==> src/rtl/core/pcdr_pkg.sv <==
// Shared widths and constants for the dice range prime counter.
package pcdr_pkg;

  // Width of the value path; the range end saturates at its largest value.
  localparam int VALUE_BITS = 12;

  // Field widths of the input and result words.
  localparam int FACES_BITS = 8;
  localparam int DICE_BITS  = 5;
  localparam int COUNT_BITS = 12;

  // Full width of the range end product before saturation.
  localparam int PROD_BITS = FACES_BITS + DICE_BITS;

  // Width that holds the raw product, the dice count and the saturation limit.
  localparam int WIDE_BITS = (VALUE_BITS > PROD_BITS) ? VALUE_BITS : PROD_BITS;

  // Index of one bit of a value, used by the bit-serial remainder unit.
  localparam int BIT_IDX_BITS = $clog2(VALUE_BITS);

  // Smallest divisor tried.
  localparam int FIRST_DIVISOR = 2;

endpackage

==> src/rtl/core/prime_count_in_dice_range.sv <==
// Top level of the dice range prime counter with a shared bit-serial remainder unit.
//
//   channel   direction  handshake              word
//   command   in         start, busy            die_faces, dice_count
//   result    out        done (one-cycle pulse) prime_total
//
// A command word is taken at a clock edge with start high and busy low. The block
// then walks every value from dice_count to min(die_faces * dice_count, 2^VALUE_BITS - 1)
// and trial-divides it. Each value passes through a value step and a next step, plus a
// check step and a remainder pass for every divisor tried, plus a final square check for
// a value that survives. The restoring remainder unit retires one value bit per cycle.
// Reset is synchronous and clears the sequencer and the done pulse. The result
// shows for one cycle on done; the receiver cannot stall it.
module prime_count_in_dice_range (
  input  logic                            clk,
  input  logic                            rst,
  input  logic                            start,
  output logic                            busy,
  input  logic [pcdr_pkg::FACES_BITS-1:0] die_faces,
  input  logic [pcdr_pkg::DICE_BITS-1:0]  dice_count,
  output logic                            done,
  output logic [pcdr_pkg::COUNT_BITS-1:0] prime_total
);
  import pcdr_pkg::*;

  typedef enum logic [2:0] {
    ST_IDLE,
    ST_LOAD,
    ST_VALUE,
    ST_CHECK,
    ST_DIV,
    ST_NEXT
  } state_t;

  state_t                  state;
  logic                    empty;
  logic [VALUE_BITS-1:0]   v;
  logic [VALUE_BITS-1:0]   last;
  logic [VALUE_BITS-1:0]   d;
  logic [VALUE_BITS:0]     dsq;
  logic [VALUE_BITS-1:0]   r;
  logic [BIT_IDX_BITS-1:0] bit_idx;
  logic [COUNT_BITS-1:0]   count;

  logic                    accept;
  logic [PROD_BITS-1:0]    prod;
  logic [WIDE_BITS-1:0]    last_wide;
  logic [WIDE_BITS-1:0]    last_sat;
  logic [WIDE_BITS-1:0]    dice_wide;
  logic [WIDE_BITS-1:0]    vmax_wide;
  logic [VALUE_BITS:0]     r_shift;
  logic [VALUE_BITS:0]     r_sub;
  logic [VALUE_BITS-1:0]   r_next;
  logic [VALUE_BITS:0]     dsq_next;

  assign accept = start && !busy;
  assign busy   = (state != ST_IDLE);

  // Range end: product of the fields, saturated to the value path.
  assign prod      = PROD_BITS'(die_faces) * PROD_BITS'(dice_count);
  assign last_wide = WIDE_BITS'(prod);
  assign vmax_wide = WIDE_BITS'({VALUE_BITS{1'b1}});
  assign last_sat  = (last_wide > vmax_wide) ? vmax_wide : last_wide;
  assign dice_wide = WIDE_BITS'(dice_count);

  // Restoring remainder step: bring in one bit of the value, subtract when it fits.
  assign r_shift = {r, v[bit_idx]};
  assign r_sub   = r_shift - {1'b0, d};
  assign r_next  = (r_shift >= {1'b0, d}) ? r_sub[VALUE_BITS-1:0] : r_shift[VALUE_BITS-1:0];

  // Square of the next divisor: (d + 1)^2 = d^2 + 2d + 1.
  assign dsq_next = dsq + {d, 1'b0} + (VALUE_BITS+1)'(1);

  // Sequencer over the values of the range and the divisors of each value.
  always_ff @(posedge clk) begin
    if (rst) begin
      state <= ST_IDLE;
      done  <= 1'b0;
    end else begin
      case (state)
        ST_IDLE: begin
          done <= 1'b0;
          if (accept) begin
            empty <= (dice_wide > last_sat);
            v     <= dice_wide[VALUE_BITS-1:0];
            last  <= last_sat[VALUE_BITS-1:0];
            count <= '0;
            state <= ST_LOAD;
          end
        end
        ST_LOAD: begin
          if (empty) begin
            done        <= 1'b1;
            prime_total <= count;
            state       <= ST_IDLE;
          end else begin
            done  <= 1'b0;
            state <= ST_VALUE;
          end
        end
        ST_VALUE: begin
          // Values below two are never prime.
          if (v < VALUE_BITS'(FIRST_DIVISOR)) begin
            state <= ST_NEXT;
          end else begin
            d     <= VALUE_BITS'(FIRST_DIVISOR);
            dsq   <= (VALUE_BITS+1)'(FIRST_DIVISOR * FIRST_DIVISOR);
            state <= ST_CHECK;
          end
        end
        ST_CHECK: begin
          // No divisor up to the square root: the value is prime.
          if (dsq > {1'b0, v}) begin
            count <= count + COUNT_BITS'(1);
            state <= ST_NEXT;
          end else begin
            r       <= '0;
            bit_idx <= BIT_IDX_BITS'(VALUE_BITS - 1);
            state   <= ST_DIV;
          end
        end
        ST_DIV: begin
          r <= r_next;
          if (bit_idx == '0) begin
            if (r_next == '0) begin
              state <= ST_NEXT;
            end else begin
              d     <= d + VALUE_BITS'(1);
              dsq   <= dsq_next;
              state <= ST_CHECK;
            end
          end else begin
            bit_idx <= bit_idx - BIT_IDX_BITS'(1);
          end
        end
        ST_NEXT: begin
          if (v == last) begin
            done        <= 1'b1;
            prime_total <= count;
            state       <= ST_IDLE;
          end else begin
            done  <= 1'b0;
            v     <= v + VALUE_BITS'(1);
            state <= ST_VALUE;
          end
        end
        default: begin
          done  <= 1'b0;
          state <= ST_IDLE;
        end
      endcase
    end
  end

`ifndef ASSERT_OFF
  // An accepted word always keeps the block busy in the next cycle.
  a_accept_busy: assert property (@(posedge clk) disable iff (rst)
    accept |=> busy)
    else $error("block not busy after accepting a word");

  // A result pulse lasts one cycle and leaves the block ready.
  a_done_pulse: assert property (@(posedge clk) disable iff (rst)
    done |-> !busy ##1 !done)
    else $error("result pulse too long or block still busy");

  // The remainder unit never divides by zero or one.
  a_divisor: assert property (@(posedge clk) disable iff (rst)
    (state == ST_DIV) |-> (d >= VALUE_BITS'(FIRST_DIVISOR)))
    else $error("trial divisor below two");
`endif

endmodule
==> config.mk <==
export PLATFORM = sky130hd
export DESIGN_NAME = prime_count_in_dice_range
export DESIGN_NICKNAME = d
export VERILOG_FILES = /design/src/rtl/core/pcdr_pkg.sv /design/src/rtl/core/prime_count_in_dice_range.sv
export SDC_FILE = /design/constraint.sdc
export NUM_CORES = 1
export LEC_CHECK = 0
export ABC_AREA = 1
export ABC_CLOCK_PERIOD_IN_PS = 4800
export BUFFER_PORTS_ARGS = -buffer_cell sky130_fd_sc_hd__buf_2
export CORE_AREA = 2 2 140 115
export CTS_CLUSTER_DIAMETER = 120
export CTS_CLUSTER_SIZE = 20
export DETAILED_ROUTE_END_ITERATION = 10
export DIE_AREA = 0 0 142 117
export GPL_TIMING_DRIVEN = 1
export PLACE_DENSITY = 0.72
export SLEW_MARGIN = 20
export SYNTH_ARGS = -nofsm -noshare
export SYNTH_HDL_FRONTEND = slang
export SYNTH_SLANG_ARGS = --single-unit
==> constraint.sdc <==
create_clock -name clk -period 4.8 [get_ports clk]
set_input_delay 0.24 -clock clk [delete_from_list [all_inputs] [get_ports clk]]
set_output_delay 0.24 -clock clk [all_outputs]
set_load 0.05 [all_outputs]
# --- Word level (Yosys, flattened, before mapping) ---
# Cells that the tools add are included.
op_classes:
  mux: 37
  eq_ne: 16
  bitwise: 1
  n_reduce_logical: 20
  mul: 1
  order_cmp: 6
  add_sub_neg: 7
op_table:
  columns: ["cell", "count"]
  rows:
  - ["2-to-1 mux 12 bit", 11]
  - ["one-hot mux 12 bit (2 select lines)", 5]
  - ["2-to-1 mux 13 bit", 4]
  - ["adder 12 x 1 -> 12 bit, second input constant", 3]
  - ["one-hot mux 13 bit (2 select lines)", 1]
  - ["!= test 2 bit, second input constant", 10]
  - ["one-hot mux 3 bit (6 select lines)", 1]
  - ["AND reduction 4 bit", 4]
  - ["adder 13 x 1 -> 13 bit, second input constant", 1]
  - ["adder 13 bit", 1]
  - ["greater-or-equal comparator 13 x 12 -> 1 bit", 1]
  - ["greater-than comparator 13 x 12 -> 1 bit", 1]
  - ["greater-than comparator 13 x 12 -> 1 bit, second input constant", 1]
  - ["greater-than comparator 5 x 13 -> 1 bit", 1]
  - ["multiplier 8 x 5 -> 13 bit", 1]
  - ["equality test 12 bit", 1]
  - ["logical NOT 12 bit", 1]
  - ["less-than comparator 12 x 2 -> 1 bit, second input constant", 1]
  - ["2-to-1 mux 3 bit", 4]
  - ["subtractor 12 bit", 1]
  - ["nonzero test 2 bit", 5]
  - ["2-to-1 mux 4 bit", 2]
  - ["one-hot mux 4 bit (2 select lines)", 1]
  - ["equality test 3 x 2 -> 1 bit, second input constant", 2]
  - ["18 further kinds", 24]
totals:
  reg_bits: 94
  inputBits: 16
  out_inout_bits: 14
  wordCells: 99

# --- Logic depth before layout (Yosys ltp) ---
logic_depth:
  depth_word: 8
  ltp_mapped: 26

# --- Worst setup path after synthesis ---
# Ideal clock, no wire load.
synth_timing:
  path_type: "in2reg"
  start: "input port dice_count[3] in the netlist's numbering"
  end: "register empty (data pin)"
  setup_time_ps: 157
  t_required_ps: 4643
  stages: 26
  t_arrival_ps: 4523
  path_buffers: 1
  setup_slack_ps: 120
  cell_sequence: "clkbuf_1 > nand2_1 > inv_1 > fa_1 > fa_1 > inv_1 > fa_1 > inv_1 > ha_1 > a21oi_1 > o21ai_0 > a21oi_1 > inv_1 > nand3_1 > o21ai_1 > or2_2 > nand2_2 > nor2_1 > ha_1 > nand2_1 > o21ai_0 > nand3_1 > nand2_1 > o2111a_1 > nand4_1 > nor3_1"
synth_via:
  elab_chain_cells: 4
synth_lines:
  columns: ["element", "line_no", "rtl"]
  rows:
  - ["from (decl)", "prime_count_in_dice_range.sv:20", "input logic [pcdr_pkg::DICE_BITS-1:0] dice_count,"]
  - ["multiplier 8 x 5 -> 13 bit", "prime_count_in_dice_range.sv:60", "assign prod = PROD_BITS'(die_faces) * PROD_BITS'(dice_count);"]
  - ["greater-than comparator 13 x 12 -> 1 bit", "prime_count_in_dice_range.sv:63", "assign last_sat = (last_wide > vmax_wide) ? vmax_wide : last_wide;"]
  - ["2-to-1 mux 13 bit", "prime_count_in_dice_range.sv:63", null]
  - ["greater-than comparator 5 x 13 -> 1 bit (*)", "prime_count_in_dice_range.sv:84", "empty <= (dice_wide > last_sat);"]
  - ["to (signal assigned)", "prime_count_in_dice_range.sv:84", null]
  - ["to (decl)", "prime_count_in_dice_range.sv:36", "logic empty;"]
# Mark *: on every way between the ends. The rest lies on a longest branch, timed or not.
# A chain may end at the register's enable or synchronous reset.

# --- Final worst setup path ---
layout_timing:
  start: "input port dice_count[4] in the netlist's numbering"
  end: "register empty (data pin)"
# Same word-level chain as after synthesis.

==> summary.md <==
| Metric | Value |
|---|---|
| Outcome | finished clean |
| Fin Hold WS | 140 ps |
| Clk Latency, worst-skew pair | 360 ps |
| Reg power frac | 43.0% |
| R2r endpoint | d[8] |
| Setup crit start kind | input port |
| Placed insts | 1161 |
| Placed cell area | about 8000 µm² |
| WL met2 | 6750 µm |
| Period utilization | 95.2% |
| Max Root-Sink Buffers | 2 |
| Die H | 117 µm |
| Syn Area/Cell | 7.98 µm² |
| Finished Layout Cells | 1178 |
| Main synth FF type | edfxtp_1 |
| Pwr Total | 2.30 mW |
| Initial core utilization | between 40 and 50% |
| Required time of the worst setup path | 5010 ps |
| Final Wtd Congestion | 0.879 |
| Post-Synthesis Cells | 938 |
| Ant diodes | 0 |
| Skew final | between 9 and 10 ps |
| H-tree depth | 3 |
| Met1 WL | 8690 µm |
| Final Routed Wirelength | 16300 µm |
| # IOs | 30 |
| Most frequent cells in the layout | nand2_1, inv_1, edfxtp_1 |
| Die Span X | 142 µm |
| Reg2Reg Launch Point | bit_idx[0] |
| Synth warn | 0 |
| Mapped Nets | a little over 1000 |
| Final worst path period need | 4570 ps |
| Placement Rows | 41 |
| Logic gate share of total power | between 20% and 30% |
| Total global routing overflow | 0 |
| First-pass GRT wire length | around 28000 µm |
| Total global-route track usage | 21.2% |
| Wire length per cell | 13.9 µm |
| Post-route ant nets | 0 |
| Worst vdd ir | 208 µV |
| Setup ws final | approximately 230 ps |
| Fin Setup TNS | 0 ps |
| Share of cells above drive strength 1 | 10.1% |
| Core region area | 15300 µm² |
| Register area share after synthesis | between 30% and 40% |
| Element type at the critical path end | flip-flop |
| Power Dens Cells | 279 nW/µm² |
| Hold EP | done |
| Initial DRC Count | 392 |
| Leak | 3.97 nW |
| Final core occ | 53.8% |
| Largest net degree at the start of global routing | 26 |
| Hold path depth | 2 |
| CTS tree | built |
| Detailed Place HPWL | 12800 µm |
| Root buf cell | clkbuf_16 |
| Switching share of power | 32.6% |
| Final Max Tran Viols | 0 |
| Pint | 1.55 mW |
| IO Port Bufs | 29 |
| Crit-path max FO | 6 |
| Via density | approximately 5.2 |
| CTS sink cnt | 94 |
| Yosys cell types | 45 |
| DR vias | 6121 |
| HP Class | input port to flip-flop |
| Cells on worst reg2reg path | 24 |
| CP arrival | 4770 ps |
| Net Switching | 0.749 mW |
| Num CTS Buffers | 9 |
| Clock slew at reported path FFs | 70 ps |
| Slew Limit Headroom | 34.4% |
| Pre-CTS setup slack | -255 ps |
| Kind of critical path | input port to flip-flop |
| Residual DRC count | 0 |
| Setup slack, reg-to-reg | around 1100 ps |
| EDFF count, synth | 90 |
| Post-synth ARST share | 0% |
| Fmax | roughly 220 MHz |
| Commonest non-fill, non-tap cell in the layout | nand2_1 |
| Vias in the first global route | roughly 5800 |
| Full die area | 16600 µm² |
| Syn Std Cell Area | 7480 µm² |
| Max Cap Viol | 0 |
| Final Hold Viols | 0 |
| Final net count | 1081 |
| Hold buffers post-CTS | 0 |
| Post-route cell area | 8260 µm² |
| Synth Register Bits | 94 |
| Setup violators final | 0 |
| Initial antenna violation count | 0 |
| Area Overhead vs Synth | 10.4% |
| Hold path startpoint | rst |
| Max Used Layer | met4 |
| WL met3 | around 760 µm |
| Actual slew at the worst max-slew pin | 979 ps |
| Clock share of power | 32.3% |
| Drt pass-1 iters | 5 |
## state kept, by name, summed over array words and instances, names as in the netlist, 4 cells and up
register,flops
d,12
r,12
count,12
last,12
bit_idx,4
dsq,13
prime_total,12
v,12
## cells by family (layout without fill, tap and decap cells)
| family | after synthesis | count (layout) | synth area share, % |
|---|---|---|---|
| compound gates | 129 | 129 | 9.21 |
| xor+xnor | 28 | 28 | 3.28 |
| fa+ha+maj | 85 | 85 | 16.2 |
| buf+inv | 192 | 239 | 9.97 |
| flops | 94 | 94 | 37.2 |
| simple gates | 410 | 410 | 24.1 |
## metal layers
metal / global-route usage [%] / up-vias
met4: 4.27 / 0
met5: 0 / -
met3: 3.74 / 14
met2: 31.5 / 121
li1: - / 3159
met1: 32.6 / 2827
## how the worst max path moves through the flow
stage,startpoint,end
finish,dice_count[4],empty
global route,dice_count[4],empty
CTS,dice_count[4],empty
detailed placement,dice_count[4],empty
global placement,dice_count[4],empty
floorplan,dice_count[3],empty
## critical path, stage by stage
cell	delay (ps)
buf_2	150
nand2_1	70
inv_1	50
fa_1	500
fa_1	540
inv_1	50
fa_1	520
inv_1	40
ha_1	310
a21oi_1	150
o21ai_0	110
a21oi_1	180
inv_1	70
nand3_1	90
o21ai_1	80
or2_2	310
nand2_2	110
nor2_1	80
ha_1	300
nand2_1	60
o21ai_0	180
nand3_1	100
nand2_1	70
o2111a_1	170
nand4_1	110
nor3_2	120
## synth_stat cells (all sizes together) (4+ instances only)
cell type  instances  share of area [%]
dfxtp              4                1.1
o21ai             44                2.9
fa                20                5.4
a21oi             71                4.8
xor2              20                2.3
nand2            225                 12
nand4             12                1.0
inv              177                8.9
xnor2              8               0.94
nor2              79                4.3
or2                4               0.33
nand3             57                4.3
clkbuf            11               0.55
nor3              23                1.6
edfxtp            90                 36
nor4               4               0.33
ha                65                 11
## repair_timing
item	CTS	global route
setup buffers	0	1
endpoints found under the setup margin	0	1
endpoints found under the hold margin	0	0
resized for setup	0	3
## final cells by class
cell class / count / area (µm²)
Fill cell: 1422 / 7080
Multi-Input combinational cell: 652 / 3990
Sequential cell: 94 / 2780
Inverter: 178 / 668
Timing Repair Buffer: 45 / 265
Tap cell: 193 / 241
Clock buffer: 9 / 225
Clock inverter: 7 / 86.3
## power by group through the flow
stage               sequential (mW)  combinational [mW]  clock [mW]
global route                  0.995               0.654       0.782
CTS                           0.989               0.553       0.754
detailed placement             1.01               0.549           0
global placement               1.01               0.536           0
finish                        0.989               0.569       0.743
floorplan                      1.02               0.395           0
No activity file was read; power rests on OpenSTA's default activity.
